--- src/design/fcsl_pkg.sv ---
package fcsl_pkg;

    // Field widths fixed by the face format
    localparam int COORD_W   = 16;
    localparam int PROD_W    = 2 * COORD_W;
    localparam int GAIN_W    = COORD_W - 1;
    localparam int GAIN_SQ_W = 2 * GAIN_W;
    localparam int LEVEL_W   = 4;
    localparam int CAND_SQ_W = 2 * LEVEL_W;
    localparam int SCALED_W  = CAND_SQ_W + COORD_W;

    // Default depth of the queue between classifier and shader
    localparam int QUEUE_DEPTH = 4;

    // APB register map (word index)
    localparam logic [1:0] REG_CAMERA_X = 2'd0;
    localparam logic [1:0] REG_CAMERA_Y = 2'd1;
    localparam logic [1:0] REG_CAMERA_Z = 2'd2;

    typedef struct packed {
        logic signed [COORD_W-1:0] x;
        logic signed [COORD_W-1:0] y;
        logic signed [COORD_W-1:0] z;
    } vec3_t;

    typedef struct packed {
        vec3_t normal;
        vec3_t vertex;
    } face_t;

    // Word carried from classifier to shader
    typedef struct packed {
        logic              visible;
        logic [GAIN_W-1:0] gain;
        logic [COORD_W-1:0] scale;
    } shade_word_t;

    // One stage of the level search
    typedef struct packed {
        logic                 visible;
        logic [GAIN_SQ_W-1:0] gain_sq;
        logic [COORD_W-1:0]   scale;
        logic [LEVEL_W-1:0]   level;
    } search_t;

endpackage

--- src/design/fcsl_queue.sv ---
module fcsl_queue #(
    parameter int DEPTH = fcsl_pkg::QUEUE_DEPTH
) (
    input  logic                  aclk,
    input  logic                  aresetn,
    input  logic                  in_valid,
    output logic                  in_ready,
    input  fcsl_pkg::shade_word_t in_word,
    output logic                  out_valid,
    input  logic                  out_ready,
    output fcsl_pkg::shade_word_t out_word
);

    localparam int PTR_W = (DEPTH > 1) ? $clog2(DEPTH) : 1;
    localparam int CNT_W = $clog2(DEPTH + 1);
    localparam logic [PTR_W-1:0] LAST = PTR_W'(DEPTH - 1);
    localparam logic [CNT_W-1:0] FULL = CNT_W'(DEPTH);

    fcsl_pkg::shade_word_t entry_reg [DEPTH];
    logic [PTR_W-1:0] wr_ptr_reg, rd_ptr_reg;
    logic [CNT_W-1:0] count_reg;
    logic push, pop;

    assign in_ready  = (count_reg != FULL);
    assign out_valid = (count_reg != '0);
    assign push      = in_valid && in_ready;
    assign pop       = out_valid && out_ready;
    assign out_word  = entry_reg[rd_ptr_reg];

    // Advance pointers and count
    always_ff @(posedge aclk) begin
        if (!aresetn) begin
            wr_ptr_reg <= '0;
            rd_ptr_reg <= '0;
            count_reg  <= '0;
        end else begin
            if (push) begin
                wr_ptr_reg <= (wr_ptr_reg == LAST) ? '0 : wr_ptr_reg + 1'b1;
            end
            if (pop) begin
                rd_ptr_reg <= (rd_ptr_reg == LAST) ? '0 : rd_ptr_reg + 1'b1;
            end
            if (push && !pop) begin
                count_reg <= count_reg + 1'b1;
            end else if (pop && !push) begin
                count_reg <= count_reg - 1'b1;
            end
        end
    end

    always_ff @(posedge aclk) begin
        if (push) begin
            entry_reg[wr_ptr_reg] <= in_word;
        end
    end

endmodule

--- config.mk ---
export PLATFORM = sky130hd
export DESIGN_NAME = fcsl_queue
export DESIGN_NICKNAME = d
export VERILOG_FILES = /design/src/design/fcsl_pkg.sv /design/src/design/fcsl_queue.sv
export SDC_FILE = /design/constraint.sdc
export NUM_CORES = 1
export LEC_CHECK = 0
export ABC_AREA = 1
export BUFFER_PORTS_ARGS = -buffer_cell sky130_fd_sc_hd__buf_2
export CAP_MARGIN = 5
export CORE_MARGIN = 5
export CORE_UTILIZATION = 40
export CTS_BUF_LIST = sky130_fd_sc_hd__clkbuf_4 sky130_fd_sc_hd__clkbuf_8
export DETAILED_ROUTE_END_ITERATION = 10
export PLACE_DENSITY = 0.63
export SYNTH_ARGS = -nofsm -noshare
export SYNTH_HDL_FRONTEND = slang
export SYNTH_SLANG_ARGS = --single-unit
--- constraint.sdc ---
create_clock -name aclk -period 2.9 [get_ports aclk]
set_input_delay 0.29 -clock aclk [delete_from_list [all_inputs] [get_ports aclk]]
set_output_delay 0.29 -clock aclk [all_outputs]
set_load 0.01 [all_outputs]
After elaboration in Yosys (flattened, before gate mapping)
Memories as Yosys holds them, arrays and structs flattened. A register that Yosys moved wholly into a read port is not among the register bits.
Cells that the tools add are included.
- add/subtract/negate cells: 4
- multipliers: 0
- divide/modulo/power cells: 0
- magnitude comparators: 0
- equal/unequal tests: 3
- shift operators: 0
- multiplexer cells: 8
- bitwise gates (word level): 0
- reduce and logical (&&, ||, !) cells: 8
- operators by type and width (cell ; number):
    $mux 2 ; 4
    $mux 3 ; 2
    $add 2x1->2 const B ; 2
    $eq 2x2->1 const B ; 2
    $logic_and 1x1->1 ; 4
    $add 3x1->3 const B ; 1
    $ne 3x3->1 const B ; 1
    $reduce_bool 3->1 ; 1
    $sub 3x1->3 const B ; 1
    $logic_not 1->1 ; 2
    $mux 1 ; 2
    $reduce_bool 2->1 ; 1
- flip-flop bits (word level): 7
- bits in latches: 0
- RAM bits: 128
- memory bits (read-only): 0
- bits of input ports: 36
- output and inout port bits: 34
- word-level logic and storage cells: 27
- memories: 1
- memory list (name ; words ; width ; rd ports ; clocked after memory_dff ; write ports ; RTL line ; source):
    entry_reg ; 4 ; 32 ; 1 ; 1 ; 1 ; fcsl_queue.sv:19 ; fcsl_pkg::shade_word_t entry_reg [DEPTH];

Logic depth before layout (Yosys ltp)
- depth in word-level cells: 6
- depth in mapped cells: 13
- gate-level depth less buffers: 13

Least setup slack after synthesis
OpenSTA, ideal clock, no wires.
- path kind: register to register
- start: reg count_reg[1]
- end: mem entry_reg[0][0] (netlist bit), enable pin
- data arrival time: 2.067 ns
- required time: 2.479 ns
- slack: 0.412 ns
- cell stages (with the launch flop): 5
- clock period less this slack: 2.488 ns
- path through: dfxtp_1 -> nor2_1 -> nand2_1 -> nand2_2 -> nor2_1
- longest elaborated chain between the ends: 4
- ends and longest elaborated chain (item ; RTL line ; source):
    from (decl) ; fcsl_queue.sv:21 ; logic [CNT_W-1:0] count_reg;
    from (signal assigned) ; fcsl_queue.sv:44 ; count_reg <= count_reg + 1'b1;
    from (signal assigned) ; fcsl_queue.sv:46 ; count_reg <= count_reg - 1'b1;
    $ne 3x3->1 ; fcsl_queue.sv:24 ; assign in_ready = (count_reg != FULL);
    via in_ready ; fcsl_queue.sv:7 ; output logic in_ready,
    $logic_and 1x1->1 ; fcsl_queue.sv:26 ; assign push = in_valid && in_ready;
    $mux 1 ; fcsl_queue.sv:52 ; if (push) begin
    $mux 1 (not written as such) ; fcsl_queue.sv:53 ; entry_reg[wr_ptr_reg] <= in_word;
    to (decl) ; fcsl_queue.sv:19 ;
The timed path passes the listed nets, and every way through them passes these cells.

==> key figures <==
CTS
  – CTS buffer count: 17
  – Post-CTS setup buffers: 0
  – Clock Latency Late Sink: between 0.4 and 0.5 ns
  – Root buffer cell: clkbuf_8
  – Max clock buf depth: 2
  – CTS tree: done
  – Resized Gates After CTS: 0
  – # hold bufs at CTS: 0
  – # clock sinks: between 100 and 150
  – Worst-path clk slew: 0.07 ns
  – H-tree lvl count: 4

Yosys
  – Synth cell types: 21
  – Most common flop cell mapped by yosys: edfxtp_1
  – FFs w/ async S/R, synth: 0
  – Post-synth EDFFs: 128
  – Post-Syn Instances: ~380
  – Post-Syn Area per Cell: 13.9 um2
  – Yosys warns: 0
  – Sequential share of the synthesized area: 0.764
  – Post-Syn Nets: about 420
  – FF+latch count, synth: 137
  – Post-synthesis cell area: 5270 um2

Detailed routing
  – Routed via count: 3163
  – WL/cell: between 15 and 20 um
  – Met1 wire length: roughly 4700 um
  – Via density: between 4 and 5
  – Initial DRC count: 220
  – Final WL: approximately 11000 um
  – DRC: 0
  – Top Metal Used: met5
  – Final ANT Viol Nets: 0
  – DR WL met3: 523 um
  – Routed met2 length: 5260 um
  – Router iterations before antenna repair: 4

Place
  – Dpl hpwl: 6280 um
  – Area post-placement: just under 6000 um2
  – Pre-CTS setup slack: 0.723 ns
  – I/O Buffers: a little under 70
  – Final GP Congestion: 0.757

Power
  – P_sw: between 1.5 and 2 mW
  – Pwr Total: between 5 and 6 mW
  – P_int: ~3.8 mW
  – Leakage power: roughly 2.2 nW
  – Clk network pwr share: 0.281
  – Combinational power share: 0.265
  – Peak supply drop: ~0.37 mV
  – Switching share of total power: 0.324
  – Pwr/cell area: about 900 nW/um2
  – Reg power frac: 0.454

STA
  – Final Hold Vio Count: 0
  – Final clock period utilization by the worst path: 0.900
  – Slew HR: 0.321
  – Final setup violation count: 0
  – Worst Clk Skew: ~0.0072 ns
  – Pins Over Slew Limit: 0
  – RSZ-0062 raised after global routing: no
  – Setup ws final: between 0.2 and 0.3 ns
  – Setup_tns: 0 ns
  – Worst-Margin Slew: approximately 1.0 ns
  – Highest clock rate: between 0.3 and 0.4 GHz
  – Tmin final: between 2 and 3 ns

Critical path
  – CP endpoint kind: primary output
  – Startpoint Class: register
  – Worst R2R Start: count_reg[0]
  – Setup CP Type: reg -> out
  – Critical Path Slowest Stage Cell: dfxtp_2
  – Worst Path Max Fanout: 64
  – Crit path depth: 4
  – R2r endpoint: count_reg[1]
  – CP arrival: approximately 2.3 ns
  – FF-to-FF setup slack: between 0.8 and 0.9 ns
  – Worst R2R Path Depth: 9
  – CP max stage delay: between 1 and 1.5 ns
  – Critical path, cell by cell: inv_8, o21ai_1, o22ai_1, buf_2
  – Worst Path Required: 2.61 ns
  – Setup crit end: out_word[20]
  – CP Buf/Inv Count: 2
  – Top delay family on crit path: flip-flops

Layout
  – Largest register FFs: ~130
  – Layout overhead on the synthesized area: 17.9%
  – Nets: 497
  – Layout cells sized above 1: 0.246
  – Layout Cell Area excl Fill: ~6200 um2
  – # diodes: 0
  – Leading cell type in the layout, fill and taps excluded: edfxtp_1
  – Final core occ: 0.475
  – Most frequent cells in the layout: edfxtp_1 (128), nor2_1 (77), buf_2 (69), o21ai_0 (38), o22ai_1 (32)

Run status
  – Outcome: completed

Floorplanning
  – Die X: 125 um
  – Core ar.: about 13000 um2
  – Io pins: 70
  – Core Rows: 42
  – Initial Util: 0.403
  – Die H: 125 um
  – Die Area: 15600 um2

GRT
  – First-pass GRT wire length: between 15000 and 20000 um
  – Largest net degree at the start of global routing: 65
  – GRT overflow: 0
  – Total GRT Usage: 0.140
  – Vias in the first global route: ~3200
  – Initial antenna violation count: 1

Worst hold path
  – Hold Crit Class: in -> reg

Job
  – Max cap viols: 0
==> power by group through the flow <==
stage | sequential [mW] | clock [mW] | combinational (mW)
final | 2.55 | 1.58 | 1.49
after global routing | 2.58 | 1.71 | 1.68
after CTS | 2.56 | 1.62 | 1.53
after detailed placement | 2.60 | 0 | 1.52
after global placement | 2.59 | 0 | 1.49
after floorplan | 2.52 | 0 | 1.04
==> routing by layer <==
metal	track usage	vias to the layer above
met5	0	-
met1	0.176	1543
met4	0.0406	2
met2	0.229	71
li1	-	1541
met3	0.0489	6
==> synthesized netlist by cell type (all sizes together) (2+ instances only) <==
cell type | number | area (um2)
nor2 | 81 | 304
inv | 17 | 71.3
o21ai | 66 | 330
o22ai | 32 | 200
edfxtp | 128 | 3840
nand2 | 15 | 58.8
a21oi | 2 | 10.0
ha | 6 | 75.1
dfxtp | 9 | 180
buf | 18 | 154
==> kinds of logic after synthesis <==
group                    share of synthesized area
buffers and inverters                       0.0434
AND/OR/NAND/NOR                             0.0724
flip-flops                                   0.764
AO/OA/AOI/OAI                                0.103
adder cells (fa/ha/maj)                     0.0180
==> stage by stage <==
stage | hold slack (ns) | std cells
after detailed placement | 0.508 | 611
after floorplan | 0.389 | 379
final | 0.0721 | 643
after CTS | 0.0408 | 643
after global routing | 0.0330 | 643
after global placement | 0.497 | 611
==> final cells by class <==
type	count	area (um2)
repair buffers	75	440
inverters	17	71.3
clock buffers	17	234
fillers	1187	6870
well taps	176	220
clock inverters	15	178
multi-input cells	206	1050
flip-flops and latches	137	4030
==> worst min path at each step <==
| stage | start | to | slack (ns) | depth (start not counted) |
|---|---|---|---|---|
| 3_5_place_dp | in_word[12] | entry_reg[1][12] | 0.51 | 1 |
| 3_3_place_gp | count_reg[0] | count_reg[0] | 0.50 | 2 |
| 2_1_floorplan | in_word[0] | entry_reg[0][0] | 0.39 | 0 |
| 6_report | in_word[12] | entry_reg[3][12] | 0.07 | 1 |
| 4_1_cts | in_word[12] | entry_reg[3][12] | 0.04 | 1 |
| 5_1_grt | in_word[12] | entry_reg[1][12] | 0.03 | 1 |
Note: power is estimated with default switching activity, not from simulation.
