`config.mk`:
```
export PLATFORM = sky130hd
export DESIGN_NAME = fcsl_front
export DESIGN_NICKNAME = d
export VERILOG_FILES = /design/src/design/fcsl_pkg.sv /design/src/design/fcsl_front.sv
export SDC_FILE = /design/constraint.sdc
export NUM_CORES = 2
export LEC_CHECK = 0
export BUFFER_PORTS_ARGS = -buffer_cell sky130_fd_sc_hd__buf_2
export CORE_ASPECT_RATIO = 1.4
export CORE_UTILIZATION = 55
export CTS_CLUSTER_DIAMETER = 100
export DETAILED_ROUTE_END_ITERATION = 12
export PLACE_DENSITY = 0.81
export SLEW_MARGIN = 20
export SYNTH_ARGS = -nofsm -noshare
export SYNTH_HDL_FRONTEND = slang
export SYNTH_SLANG_ARGS = --single-unit
```
`constraint.sdc`:
```
create_clock -name aclk -period 20.2 [get_ports aclk]
set_input_delay 4.04 -clock aclk [delete_from_list [all_inputs] [get_ports aclk]]
set_output_delay 4.04 -clock aclk [all_outputs]
set_load 0.02 [all_outputs]
```
`src/design/fcsl_pkg.sv`:
```
package fcsl_pkg;

    // Field widths fixed by the face format
    localparam int COORD_W   = 16;
    localparam int PROD_W    = 2 * COORD_W;
    localparam int GAIN_W    = COORD_W - 1;
    localparam int GAIN_SQ_W = 2 * GAIN_W;
    localparam int LEVEL_W   = 4;
    localparam int CAND_SQ_W = 2 * LEVEL_W;
    localparam int SCALED_W  = CAND_SQ_W + COORD_W;

    // Default depth of the queue between classifier and shader
    localparam int QUEUE_DEPTH = 4;

    // APB register map (word index)
    localparam logic [1:0] REG_CAMERA_X = 2'd0;
    localparam logic [1:0] REG_CAMERA_Y = 2'd1;
    localparam logic [1:0] REG_CAMERA_Z = 2'd2;

    typedef struct packed {
        logic signed [COORD_W-1:0] x;
        logic signed [COORD_W-1:0] y;
        logic signed [COORD_W-1:0] z;
    } vec3_t;

    typedef struct packed {
        vec3_t normal;
        vec3_t vertex;
    } face_t;

    // Word carried from classifier to shader
    typedef struct packed {
        logic              visible;
        logic [GAIN_W-1:0] gain;
        logic [COORD_W-1:0] scale;
    } shade_word_t;

    // One stage of the level search
    typedef struct packed {
        logic                 visible;
        logic [GAIN_SQ_W-1:0] gain_sq;
        logic [COORD_W-1:0]   scale;
        logic [LEVEL_W-1:0]   level;
    } search_t;

endpackage

```
`src/design/fcsl_front.sv`:
```
module fcsl_front (
    input  logic                 aclk,
    input  logic                 aresetn,
    input  fcsl_pkg::vec3_t      camera,
    input  logic                 in_valid,
    output logic                 in_ready,
    input  fcsl_pkg::face_t      face,
    output logic                 out_valid,
    input  logic                 out_ready,
    output fcsl_pkg::shade_word_t out_word
);

    logic v1_reg, v2_reg, v3_reg;
    logic rdy1, rdy2, rdy3;

    fcsl_pkg::vec3_t normal_reg, view_reg;
    fcsl_pkg::vec3_t view_next;

    logic signed [fcsl_pkg::PROD_W-1:0] dot_x_reg, dot_y_reg, dot_z_reg;
    logic signed [fcsl_pkg::PROD_W-1:0] dot_x_next, dot_y_next, dot_z_next;
    logic [fcsl_pkg::PROD_W-1:0]        sq_x_reg, sq_y_reg, sq_z_reg;
    logic signed [fcsl_pkg::PROD_W-1:0] sq_x_next, sq_y_next, sq_z_next;

    logic [fcsl_pkg::PROD_W-1:0] dot_sum, sq_sum;
    fcsl_pkg::shade_word_t       word_reg, word_next;

    // Stall chain: a stage loads when it is empty or its word moves on
    assign rdy3     = !v3_reg || out_ready;
    assign rdy2     = !v2_reg || rdy3;
    assign rdy1     = !v1_reg || rdy2;
    assign in_ready = rdy1;

    // View vector, wrapped to 16 bits
    always_comb begin
        view_next.x = camera.x - face.vertex.x;
        view_next.y = camera.y - face.vertex.y;
        view_next.z = camera.z - face.vertex.z;
    end

    // Products of normal and view, and view squares
    always_comb begin
        dot_x_next = normal_reg.x * view_reg.x;
        dot_y_next = normal_reg.y * view_reg.y;
        dot_z_next = normal_reg.z * view_reg.z;
        sq_x_next  = view_reg.x * view_reg.x;
        sq_y_next  = view_reg.y * view_reg.y;
        sq_z_next  = view_reg.z * view_reg.z;
    end

    // Sum, classify and keep the upper halves
    always_comb begin
        dot_sum = dot_x_reg + dot_y_reg + dot_z_reg;
        sq_sum  = sq_x_reg + sq_y_reg + sq_z_reg;
        word_next.visible = !dot_sum[fcsl_pkg::PROD_W-1];
        word_next.gain    = dot_sum[fcsl_pkg::PROD_W-2:fcsl_pkg::COORD_W];
        word_next.scale   = sq_sum[fcsl_pkg::PROD_W-1:fcsl_pkg::COORD_W];
    end

    always_ff @(posedge aclk) begin
        if (!aresetn) begin
            v1_reg <= 1'b0;
            v2_reg <= 1'b0;
            v3_reg <= 1'b0;
        end else begin
            if (rdy1) begin
                v1_reg <= in_valid;
            end
            if (rdy2) begin
                v2_reg <= v1_reg;
            end
            if (rdy3) begin
                v3_reg <= v2_reg;
            end
        end
    end

    always_ff @(posedge aclk) begin
        if (rdy1 && in_valid) begin
            normal_reg <= face.normal;
            view_reg   <= view_next;
        end
        if (rdy2 && v1_reg) begin
            dot_x_reg <= dot_x_next;
            dot_y_reg <= dot_y_next;
            dot_z_reg <= dot_z_next;
            sq_x_reg  <= sq_x_next;
            sq_y_reg  <= sq_y_next;
            sq_z_reg  <= sq_z_next;
        end
        if (rdy3 && v2_reg) begin
            word_reg <= word_next;
        end
    end

    assign out_valid = v3_reg;
    assign out_word  = word_reg;

endmodule

```
# Word level (Yosys, flattened, before mapping)

Index checks and enable logic that the tools add are counted.

Flip-flop bits (word level): 323
Output and inout port bits: 34
Bits of input ports: 148
Word-level logic and storage cells: 41

$add $sub $neg: 7
$mul: 6
Reductions and logical operators: 10

Operators with widths:

| operator            | number |
|---|---|
| $mul A16 B16 Y32    | 6 |
| $add A32 B32 Y32    | 4 |
| $sub A16 B16 Y16    | 3 |
| $logic_not A1 Y1    | 4 |
| $logic_and A1 B1 Y1 | 3 |
| $logic_or A1 B1 Y1  | 3 |

# Depth between registers and ports, before layout

Depth after elaboration: 5
Depth in mapped cells: 26
Gate-level depth less buffers: 24

# Worst setup path after synthesis

Ideal clock, no wire load.

Kind: input-to-reg
Start: in out_ready
End: reg dot_x_reg[0] in the netlist's numbering (enable)
Cell stages on the path: 2
Buffers on the path: 0
Slack: 1.647 ns
Data required time: 19.183 ns
Arrival time: 17.536 ns
Library setup time: 1.017 ns
Path through: nor2b_1 > a21boi_0

Word-level cells in the longest chain between the ends: 3

RTL lines:

| element              | RTL line         | source |
|---|---|---|
| from (decl)          | fcsl_front.sv:9  | `input logic out_ready,` |
| $logic_or A1 B1 Y1   | fcsl_front.sv:28 | `assign rdy3 = !v3_reg \|\| out_ready;` |
| $logic_or A1 B1 Y1   | fcsl_front.sv:29 | `assign rdy2 = !v2_reg \|\| rdy3;` |
| $logic_and A1 B1 Y1  | fcsl_front.sv:82 | `if (rdy2 && v1_reg) begin` |
| to (signal assigned) | fcsl_front.sv:83 | `dot_x_reg <= dot_x_next;` |
| to (decl)            | fcsl_front.sv:19 | `logic signed [fcsl_pkg::PROD_W-1:0] dot_x_reg, dot_y_reg, dot_z_reg;` |

Every way passes these cells.
A chain may end at the register's enable or synchronous reset.

# Worst setup path in the final report

Start: in out_ready
End: out in_ready

Word-level cells in the longest chain between the ends: 3

RTL lines:

| element            | RTL line         | source |
|---|---|---|
| $logic_or A1 B1 Y1 | fcsl_front.sv:28 |  |
| $logic_or A1 B1 Y1 | fcsl_front.sv:29 |  |
| $logic_or A1 B1 Y1 | fcsl_front.sv:30 | `assign rdy1 = !v1_reg \|\| rdy2;` |
| to (decl)          | fcsl_front.sv:6  | `output logic in_ready,` |

Every way passes these cells.

==> results_dict.tcl <==
set metrics [dict create \
    max_slew.worst_pin.slew_ns 1.16 \
    fin_nets 9649 \
    slew_viol_final 0 \
    critPathRequiredTime_ns 16.16 \
    design_area_mm2 0.0754 \
    cp.arrival_ns 5.12 \
    grt_max_degree 176 \
    dpl_cell_area_mm2 0.0741 \
    grt_antenna_before_repair 0 \
    fin_crit_ns 9.16 \
    fp-row-count 156 \
    grt_pass1_vias 56300 \
    status "finished, final reports clean" \
    die_w_um 307 \
    setup_violations 0 \
    vias_per_cell 5.46 \
    grtUsageTotal_pct 27.0 \
    slew_headroom_pct 22.4 \
    cp-end-kind "output port" \
    avgSynthCellArea_um2 9.83 \
    cts_buffers 38 \
    max-clock-path-buffers 3 \
    synth_area_mm2 0.0714 \
    synth.area.top_cells "fa_1 43%, edfxtp_1 13%, ha_1 11%" \
    r2r_cells 22 \
    syn_inst 7263 \
    async_flop_share_pct 0 \
    rsz0062_at_grt "no" \
    routedWlPerCell_um 18.5 \
    cts_hold_buffers 0 \
    fp.coreArea_mm2 0.129 \
    holdPathStages 2 \
    root_buffer "clkbuf_16" \
    worstReg2RegEnd "sq_y_reg[31]" \
    ys_ff_latch 317 \
    skew_ns 0.0248 \
    start_util_pct 55.3 \
    ios 182 \
    cts_setup_buffers 0 \
    port_buffers 181 \
    hp-class "register to register" \
    post_cts_resized 0 \
    r2r-start "view_reg[31]" \
    place_congestion 0.914 \
    drive_gt1_share_pct 4.69 \
    drt_iter0_drc 2600 \
    yosysWarnings 0 \
    drt-total-wl_mm 168 \
    dpl.cell_count 9024 \
    yosysTopAreaCell "fa_1" \
    drv_cap 0 \
    route.vias.total 49700 \
    max_clock_freq_mhz 109 \
    cts_tree "done" \
    dieArea_mm2 0.131 \
    die_y_um 428 \
    cts.clk_slew.worst_paths_ns 0.06 \
    holdWs_ns 0.577 \
    synthFlopType "edfxtp_1" \
    post-route-period-util_pct 45.3 \
    cts_sinks 317 \
    yosysUniqueCellTypes 84 \
    synth-edff-count 314 \
    htreeDepth 2 \
    finalSetupTns_ns 0 \
    clock_latency_ns 0.62 \
    synthToLayoutAreaGrowth_pct 5.53 \
    drtAntennaViolNets 0 \
    hold_end "v2_reg" \
    seq_area_frac_synth_pct 13.3 \
    grt_remaining_overflow 0 \
    hpwl_mm 136 \
    drc 0 \
    start_kind "input port" \
    firstDrtPassIters 8 \
    finalNonFillerCells 9092 \
    r2r_slack_ns 12.71 \
    path_max_fanout 6 \
    grt_pass1_wl_mm 280 \
    finalHoldViolations 0 \
    worstSetupPathType "input port to output port" \
    synth_nets 9586 \
    min_from "v1_reg" \
    netlist.area_leader.share_pct 43.4 \
]
-- Yosys cell counts, types with 25 or more instances --
| cell | count |
|---|---|
| fa_1 | 1549 |
| nor3_1 | 61 |
| inv_1 | 1900 |
| a21oi_1 | 160 |
| and2_1 | 474 |
| nand2b_1 | 47 |
| nor2_1 | 268 |
| xor2_1 | 52 |
| o21a_1 | 42 |
| nor2b_1 | 41 |
| edfxtp_1 | 314 |
| o21ai_0 | 88 |
| clkbuf_1 | 209 |
| and3_1 | 25 |
| ha_1 | 626 |
| nand2_1 | 694 |
| nand3_1 | 63 |
| xnor2_1 | 243 |
| a21o_1 | 80 |
-- through the flow --
| stage | util, % | setup WS [ns] |
|---|---|---|
| 6_report | 58.4 | 11.04 |
| 5_1_grt | 58.4 | 10.96 |
| 4_1_cts | 58.4 | 11.03 |
| 3_5_place_dp | 57.5 | 11.02 |
| 3_3_place_gp | 57.5 | 11.11 |
| 2_1_floorplan | - | 1.65 |
-- layout make-up --
class / instances / area (um2)
Antenna cell: 1 / 2.50
Clock buffer: 41 / 983
Clock inverter: 26 / 229
Fill cell: 10300 / 53700
Inverter: 1903 / 7140
Multi-Input combinational cell: 4829 / 54000
Sequential cell: 317 / 9490
Tap cell: 1738 / 2170
Timing Repair Buffer: 237 / 1340
-- logic make-up (layout without fill, tap and decap cells) --
logic type      after synthesis  after routing  share of synthesized area, %
mux                           5              5                        0.0701
compound gates              604            604                          5.67
flops                       317            317                          13.3
buf+inv                    2117           2207                          11.1
other cells                   1              2                       0.00525
xor+xnor                    295            295                          3.62
simple gates               1749           1749                          11.8
fa+ha+maj                  2175           2175                          54.4
-- worst max-delay path by stage --
stage / endpoint / start
global route: in_ready / out_ready
global placement: in_ready / out_ready
CTS: in_ready / out_ready
floorplan: dot_x_reg[0] / out_ready
detailed placement: in_ready / out_ready
finish: in_ready / out_ready
-- worst max-delay path, cell delays in order --
cell	delay (ns)
buf_2	0.09
nor2b_1	0.58
nand3_1	0.19
buf_2	0.20
-- metal layers --
| layer | vias to the layer above | global-route usage [%] | wire (um) |
|---|---|---|---|
| met5 | - | 0 | 0 |
| met4 | 0 | 18.7 | 13100 |
| met3 | 691 | 3.33 | 9070 |
| met2 | 1715 | 49.2 | 89300 |
| met1 | 25300 | 28.9 | 56900 |
| li1 | 22000 | - | - |
-- cells in the final DEF (no fill, tap or decap), types with 6 or more instances in the layout --
master     count
a211o_1        6
a211oi_1      24
a21boi_0      11
a21boi_1      11
a21o_1        80
a21oi_1      160
a31o_2        17
a31oi_1       19
and2_1       474
and3_1        25
buf_2        181
buf_4         55
clkbuf_16     39
clkinv_1       7
clkinv_2       7
edfxtp_1     314
fa_1        1549
ha_1         626
inv_1       1900
nand2_1      694
nand2b_1      47
nand3_1       63
nand4_1       11
nor2_1       268
nor2b_1       40
nor3_1        61
nor3b_1        7
o2111ai_1      9
o211ai_1      16
o21a_1        42
o21ai_0       88
o21ai_1       15
o21bai_1      20
o31ai_1       14
or2_2         14
or3_1         16
xnor2_1      243
xor2_1        52
Power is not shown: default switching activity piles up to over one toggle a cycle in this logic, so the estimate is an artifact.
