`src/design/fcsl_pkg.sv`:
```
package fcsl_pkg;

    // Field widths fixed by the face format
    localparam int COORD_W   = 16;
    localparam int PROD_W    = 2 * COORD_W;
    localparam int GAIN_W    = COORD_W - 1;
    localparam int GAIN_SQ_W = 2 * GAIN_W;
    localparam int LEVEL_W   = 4;
    localparam int CAND_SQ_W = 2 * LEVEL_W;
    localparam int SCALED_W  = CAND_SQ_W + COORD_W;

    // Default depth of the queue between classifier and shader
    localparam int QUEUE_DEPTH = 4;

    // APB register map (word index)
    localparam logic [1:0] REG_CAMERA_X = 2'd0;
    localparam logic [1:0] REG_CAMERA_Y = 2'd1;
    localparam logic [1:0] REG_CAMERA_Z = 2'd2;

    typedef struct packed {
        logic signed [COORD_W-1:0] x;
        logic signed [COORD_W-1:0] y;
        logic signed [COORD_W-1:0] z;
    } vec3_t;

    typedef struct packed {
        vec3_t normal;
        vec3_t vertex;
    } face_t;

    // Word carried from classifier to shader
    typedef struct packed {
        logic              visible;
        logic [GAIN_W-1:0] gain;
        logic [COORD_W-1:0] scale;
    } shade_word_t;

    // One stage of the level search
    typedef struct packed {
        logic                 visible;
        logic [GAIN_SQ_W-1:0] gain_sq;
        logic [COORD_W-1:0]   scale;
        logic [LEVEL_W-1:0]   level;
    } search_t;

endpackage

```
`src/design/fcsl_back.sv`:
```
module fcsl_back (
    input  logic                          aclk,
    input  logic                          aresetn,
    input  logic                          in_valid,
    output logic                          in_ready,
    input  fcsl_pkg::shade_word_t         in_word,
    output logic                          out_valid,
    input  logic                          out_ready,
    output logic                          out_visible,
    output logic [fcsl_pkg::LEVEL_W-1:0]  out_level
);

    // Stage 0 squares the gain, stages 1..LEVEL_W settle one level bit each
    localparam int NSTAGE = fcsl_pkg::LEVEL_W + 1;
    localparam int LW     = fcsl_pkg::LEVEL_W;

    logic                 valid_reg [NSTAGE];
    fcsl_pkg::search_t    stage_reg [NSTAGE];
    fcsl_pkg::search_t    stage_next [NSTAGE];
    logic                 rdy [NSTAGE+1];

    logic [LW-1:0]                    cand     [NSTAGE];
    logic [fcsl_pkg::CAND_SQ_W-1:0]   cand_sq  [NSTAGE];
    logic [fcsl_pkg::SCALED_W-1:0]    scaled   [NSTAGE];

    // Stall chain from the result side back to the queue
    always_comb begin
        rdy[NSTAGE] = out_ready;
        for (int i = NSTAGE - 1; i >= 0; i--) begin
            rdy[i] = !valid_reg[i] || rdy[i+1];
        end
    end
    assign in_ready = rdy[0];

    always_comb begin
        // Square the gain; start the search at level 0
        stage_next[0].visible = in_word.visible;
        stage_next[0].gain_sq = {{fcsl_pkg::GAIN_W{1'b0}}, in_word.gain}
                                * {{fcsl_pkg::GAIN_W{1'b0}}, in_word.gain};
        stage_next[0].scale   = in_word.scale;
        stage_next[0].level   = '0;
        cand[0]    = '0;
        cand_sq[0] = '0;
        scaled[0]  = '0;

        // Keep a level bit when level^2 * scale stays within gain^2;
        // this equals floor(sqrt(gain^2 / scale)) capped at the top level
        for (int i = 1; i < NSTAGE; i++) begin
            cand[i]    = stage_reg[i-1].level | (LW'(1) << (LW - i));
            cand_sq[i] = {{LW{1'b0}}, cand[i]} * {{LW{1'b0}}, cand[i]};
            scaled[i]  = {{fcsl_pkg::COORD_W{1'b0}}, cand_sq[i]}
                         * {{fcsl_pkg::CAND_SQ_W{1'b0}}, stage_reg[i-1].scale};
            stage_next[i] = stage_reg[i-1];
            if ({{(fcsl_pkg::GAIN_SQ_W - fcsl_pkg::SCALED_W){1'b0}}, scaled[i]}
                    <= stage_reg[i-1].gain_sq) begin
                stage_next[i].level = cand[i];
            end
        end
    end

    always_ff @(posedge aclk) begin
        if (!aresetn) begin
            for (int i = 0; i < NSTAGE; i++) begin
                valid_reg[i] <= 1'b0;
            end
        end else begin
            if (rdy[0]) begin
                valid_reg[0] <= in_valid;
            end
            for (int i = 1; i < NSTAGE; i++) begin
                if (rdy[i]) begin
                    valid_reg[i] <= valid_reg[i-1];
                end
            end
        end
    end

    always_ff @(posedge aclk) begin
        if (rdy[0] && in_valid) begin
            stage_reg[0] <= stage_next[0];
        end
        for (int i = 1; i < NSTAGE; i++) begin
            if (rdy[i] && valid_reg[i-1]) begin
                stage_reg[i] <= stage_next[i];
            end
        end
    end

    // Culled faces show level 0
    assign out_valid   = valid_reg[NSTAGE-1];
    assign out_visible = stage_reg[NSTAGE-1].visible;
    assign out_level   = stage_reg[NSTAGE-1].visible ? stage_reg[NSTAGE-1].level : '0;

endmodule

```
`config.mk`:
```
export PLATFORM = sky130hd
export DESIGN_NAME = fcsl_back
export DESIGN_NICKNAME = d
export VERILOG_FILES = /design/src/design/fcsl_pkg.sv /design/src/design/fcsl_back.sv
export SDC_FILE = /design/constraint.sdc
export NUM_CORES = 1
export LEC_CHECK = 0
export BUFFER_PORTS_ARGS = -buffer_cell sky130_fd_sc_hd__buf_2
export CAP_MARGIN = 25
export CORE_ASPECT_RATIO = 0.6
export CORE_MARGIN = 3
export CORE_UTILIZATION = 65
export DETAILED_ROUTE_END_ITERATION = 8
export PLACE_DENSITY_LB_ADDON = 0.25
export SLEW_MARGIN = 20
export SYNTH_ARGS = -nofsm -noshare
export SYNTH_HDL_FRONTEND = slang
export SYNTH_SLANG_ARGS = --single-unit
```
`constraint.sdc`:
```
create_clock -name aclk -period 14.8 [get_ports aclk]
set_input_delay 0 -clock aclk [delete_from_list [all_inputs] [get_ports aclk]]
set_output_delay 0 -clock aclk [all_outputs]
set_load 0.02 [all_outputs]
```
== Word-level counts from Yosys, hierarchy flattened ==
Memories as Yosys holds them, arrays and structs flattened.
Cells that the tools add are included.
Operators by class
  $mul: 9
  order comparisons: 4
  multiplexer cells: 36
  bitwise operators: 5
  reductions and logical operators: 15
Operator list (count)
  <= comparator 24 x 30 -> 1 bit: 4
  multiplier 8 x 16 -> 24 bit: 4
  multiplier 4 x 4 -> 8 bit: 4
  two-way mux 1 bit: 32
  multiplier 15 x 15 -> 30 bit: 1
  two-way mux 4 bit: 2
  logical AND 1 bit: 5
  zero test 1 bit: 5
  logical OR 1 bit: 5
  OR 1 bit: 5
  two-way mux 3 bit: 1
  two-way mux 2 bit: 1
Word-level totals
  bits in registers: 0
  RAM bits: 260
  input bits: 36
  output and inout port bits: 7
  word-level logic and storage cells: 71
  memories kept: 2
Memories
  stage_reg: words 5, bits a word 51, rd ports 5, clocked after memory_dff 0, wr ports 5, RTL line fcsl_back.sv:18  | fcsl_pkg::search_t stage_reg [NSTAGE];
  valid_reg: words 5, bits a word 1, rd ports 5, clocked after memory_dff 0, wr ports 5, RTL line fcsl_back.sv:17  | logic valid_reg [NSTAGE];

== Logic depth before layout (Yosys ltp) ==
An unclocked memory read counts as a cell.
  depth after elaboration: 11
  mapped depth: 35
  mapped depth without buffers: 35

== Worst setup path before layout ==
Ideal clock, no wire load.
  path kind: reg2reg
  start: memory stage_reg[0][156] (netlist name)
  end: memory stage_reg[0][204] (netlist name) (data pin)
  setup time: 257 ps
  data arrival time: 7290 ps
  required time: 14543 ps
  slack: 7253 ps
  stages on the path, launching flop included: 32
  buffers on the path: 1
  clock period less this slack: 7547 ps
  path through: edfxtp_1 and2_1 ha_1 xnor2_1 ha_1 ha_1 a21o_1 a21oi_1 xnor2_1 clkbuf_1 and2_1 fa_1 inv_1 fa_1 fa_1 fa_1 inv_1 ha_1 or3_1 o22ai_1 a31oi_2 nand3_1 a31oi_1 mux2i_1 or4_1 ha_1 nand4_1 or3_1 nor2_1 o21ai_0 o221ai_1 nand2_1
RTL lines (RTL line)
  from (decl): fcsl_back.sv:18

==> run metrics <==
CTS-repair resized insts=0; total CTS buffers=17; Comb pwr share=71.1%; leakage=between 10 and 15 nW; worst-path cell with the longest stage delay=fa_1; startpoint type of the worst setup path=flop; Synth Warn #=0; antenna violations before repair=1; Post-synth top flop=edfxtp_1; Final Cycle Share=56.2%; clock power share=10.2%; RSZ-0062 raised after global routing=false; Total GRT Usage=between 20 and 30%; Core Box Area=~33,000 um^2; pwr dens=roughly 190 nW/um^2; met2 usage=between 30 and 40%; H-tree Lvls=4; Die H=149 um; Tmin final=8.32 ns; first-pass GRT wire length=80.2 mm; Port-buffer cells=42; ratio of cells with drive above 1 in the final layout=5.11%; DP Area=22,800 um^2; reported net switching power=2.13 mW; Cells after DPL=2,527; clk_skew=0.00974 ns; dpl hpwl=~40 mm; vias in the first global route=15,100; Slew Limit Fails=0; commonest non-fill, non-tap cell in the layout=inv_1; Post-Place Setup Slack=6.64 ns; crit path kind=reg -> reg; Wirelength per Cell=19.1 um; met1 Usage GRT=45.5%; Critical Path AT=about 8.5 ns; final setup margin=roughly 6.5 ns; GR peak layer=met1; XOR/XNOR share of the synthesized area=3.01%; remaining global-route overflow=0; vias per inst=5.83; most frequent cells in the layout=inv_1 (388), ha_1 (349), fa_1 (250); switch share=47.2%; Synth Area in Simple Gates=12.2%; gpl congestion=about 0.9; Async SR Flop Fraction=0%; adder-cell share of the synthesized area=42.3%; status=finished clean; max_cap viols=0; largest net degree at the start of global routing=50; Nets=2,753; Mapped Cells=2,063; CTS max path bufs=2; via count=15,100; Slew @ Worst Pin=0.891 ns; Syn Area/Cell=10.7 um^2; initial core utilization=67.1%; TritonCTS clock tree=yes; die area=36,400 um^2; design area=23,600 um^2; number of flip-flops in the largest register=195; Final Setup Violations=0; clk root buf=clkbuf_16; Mapped Nets=2,698; Synth-to-Final Area Change=6.81%; Power, Total=4.51 mW; clock-pin slew on the worst setup and hold paths=0.08 ns; Hold Vio Cnt, Final=0; CTS Sinks=200; fmax=120 MHz; Post-DRT Antenna Nets=0; Remaining DRCs=0; Yosys reg bits=200; largest family of logic cells by synthesized area=adder cells; Rows=51; Crit. End Element=flop; M3 GR Usage=6.34%; area fraction in compound gates after synthesis=about 8%; clk_lat worst skew=approximately 0.44 ns; Hold Path Class=in -> reg; IO Pins=between 40 and 50; Critical Path Max Stage Delay=between 0.5 and 0.6 ns; Max-slew headroom=about two fifths; number of synthesized flops with an enable pin=200; Sequential Power Share=between 10% and 20%; chip width=about 240 um; Mapped Area=22,100 um^2; mux share of post-synthesis cell area=less than 1%; fin cells=2,582; worst vdd rail ir drop=0.000232 V; count of cell types in the netlist=64; Internal=2.38 mW; worst-path fanout max=16; final setup TNS=0 ns; Worst path most repeated cell=ha_1; Crit path required time=14.99 ns; total iterations of the first detailed-routing run=6; sequential area share after synthesis=27.1%; DR iter-0 viols=1,450; final WL=49.2 mm
==> cell families (layout without fill, tap and decap cells) <==
| group | Yosys count | in the layout |
|---|---|---|
| muxes | 3 | 3 |
| buffers and inverters | 424 | 492 |
| AOI/OAI and AO/OA | 261 | 261 |
| and+or+nand+nor | 500 | 500 |
| DFF | 200 | 200 |
| adders and majority gates | 599 | 599 |
| other | 0 | 1 |
| xor gates and xnor gates | 76 | 76 |
==> metrics by stage <==
| stage | hold slack, ns | util, % |
|---|---|---|
| finish | 0.0275 | 71.7 |
| global route | 0.0370 | 71.6 |
| CTS | 0.0213 | 71.6 |
| detailed placement | 0.178 | 69.2 |
| global placement | 0.177 | 69.2 |
| floorplan | 0.0989 | - |
==> power by group through the flow <==
stage,Sequential [mW],Clock (mW),Combinational (mW)
floorplan,0.834,0,2.43
global placement,0.851,0,2.97
detailed placement,0.855,0,3.09
CTS,0.843,0.464,3.15
global route,0.850,0.491,3.58
finish,0.844,0.461,3.21
==> Yosys cell counts, drive strengths merged, types with 2 or more instances <==
master,number,share of area [%]
and2,157,4.4
a21boi,3,0.10
nand2b,24,0.68
o21a,19,0.64
nor2,44,0.75
and3,9,0.26
o31ai,6,0.20
nand2,112,1.9
or3,7,0.20
a21oi,76,1.7
mux2i,2,0.090
o211a,2,0.090
or2,8,0.23
o22ai,2,0.057
or4,4,0.14
edfxtp,200,27
clkbuf,34,0.67
o21bai,8,0.27
nor2b,45,1.3
xnor2,58,2.3
and4,2,0.085
nor3b,2,0.068
nand3,21,0.47
o21ai,37,0.84
nor3,28,0.63
o41ai,2,0.11
fa,250,23
nor4,8,0.23
inv,389,6.6
a21o,64,2.2
xor2,18,0.71
a211oi,6,0.20
a2111oi,5,0.23
o2111ai,2,0.079
o211ai,8,0.29
nand4,24,0.68
ha,349,20
a211o,4,0.16
a31oi,9,0.28
o221ai,2,0.079
a221oi,2,0.11
==> per-layer routing <==
| layer | vias to the layer above | wire length [um] | share of wire [%] |
|---|---|---|---|
| li1 | 6971 | - | - |
| met1 | 7381 | 24000 | 49 |
| met2 | 657 | 19800 | 40 |
| met3 | 49 | 4970 | 10 |
| met4 | 0 | 495 | 1.0 |
| met5 | - | 0 | 0 |
==> repair_timing <==
| item | 4_1_cts | 5_1_grt |
|---|---|---|
| hold buffers | 22 | 0 |
| setup buffers | 0 | 0 |
| hold endpoints to repair | 26 | 0 |
==> area by class of cell <==
type	count	area, um^2
tap	450	563
fill	2342	9350
inverter	389	1460
timing repair buffer	71	483
sequential	200	6010
antenna	1	2.50
clock inverter	15	148
multi-input combinational	1439	14600
clock buffer	17	425
==> worst max-delay path: cells and delay by family (launching register included) <==
family | cells | cell delay, ns
DFF | 1 | 0.51
adders and majority gates | 9 | 3.60
AOI/OAI and AO/OA | 8 | 1.49
muxes | 1 | 0.11
and+or+nand+nor | 8 | 1.83
buffers and inverters | 3 | 0.29
xor gates and xnor gates | 2 | 0.21
==> path summary, 6_finish.rpt <==
path                                        start           endpoint  slack [ns]  cells past startpoint
worst max-delay path            stage_reg[0][156]  stage_reg[0][204]        6.48                     31
worst min-delay path                    out_ready    valid_reg[0][3]        0.03                      3
worst max register to register  stage_reg[0][156]  stage_reg[0][204]        6.48                     31
worst min register to register  stage_reg[0][101]  stage_reg[0][152]        0.43                      0
No activity file was read; power rests on OpenSTA's default activity.
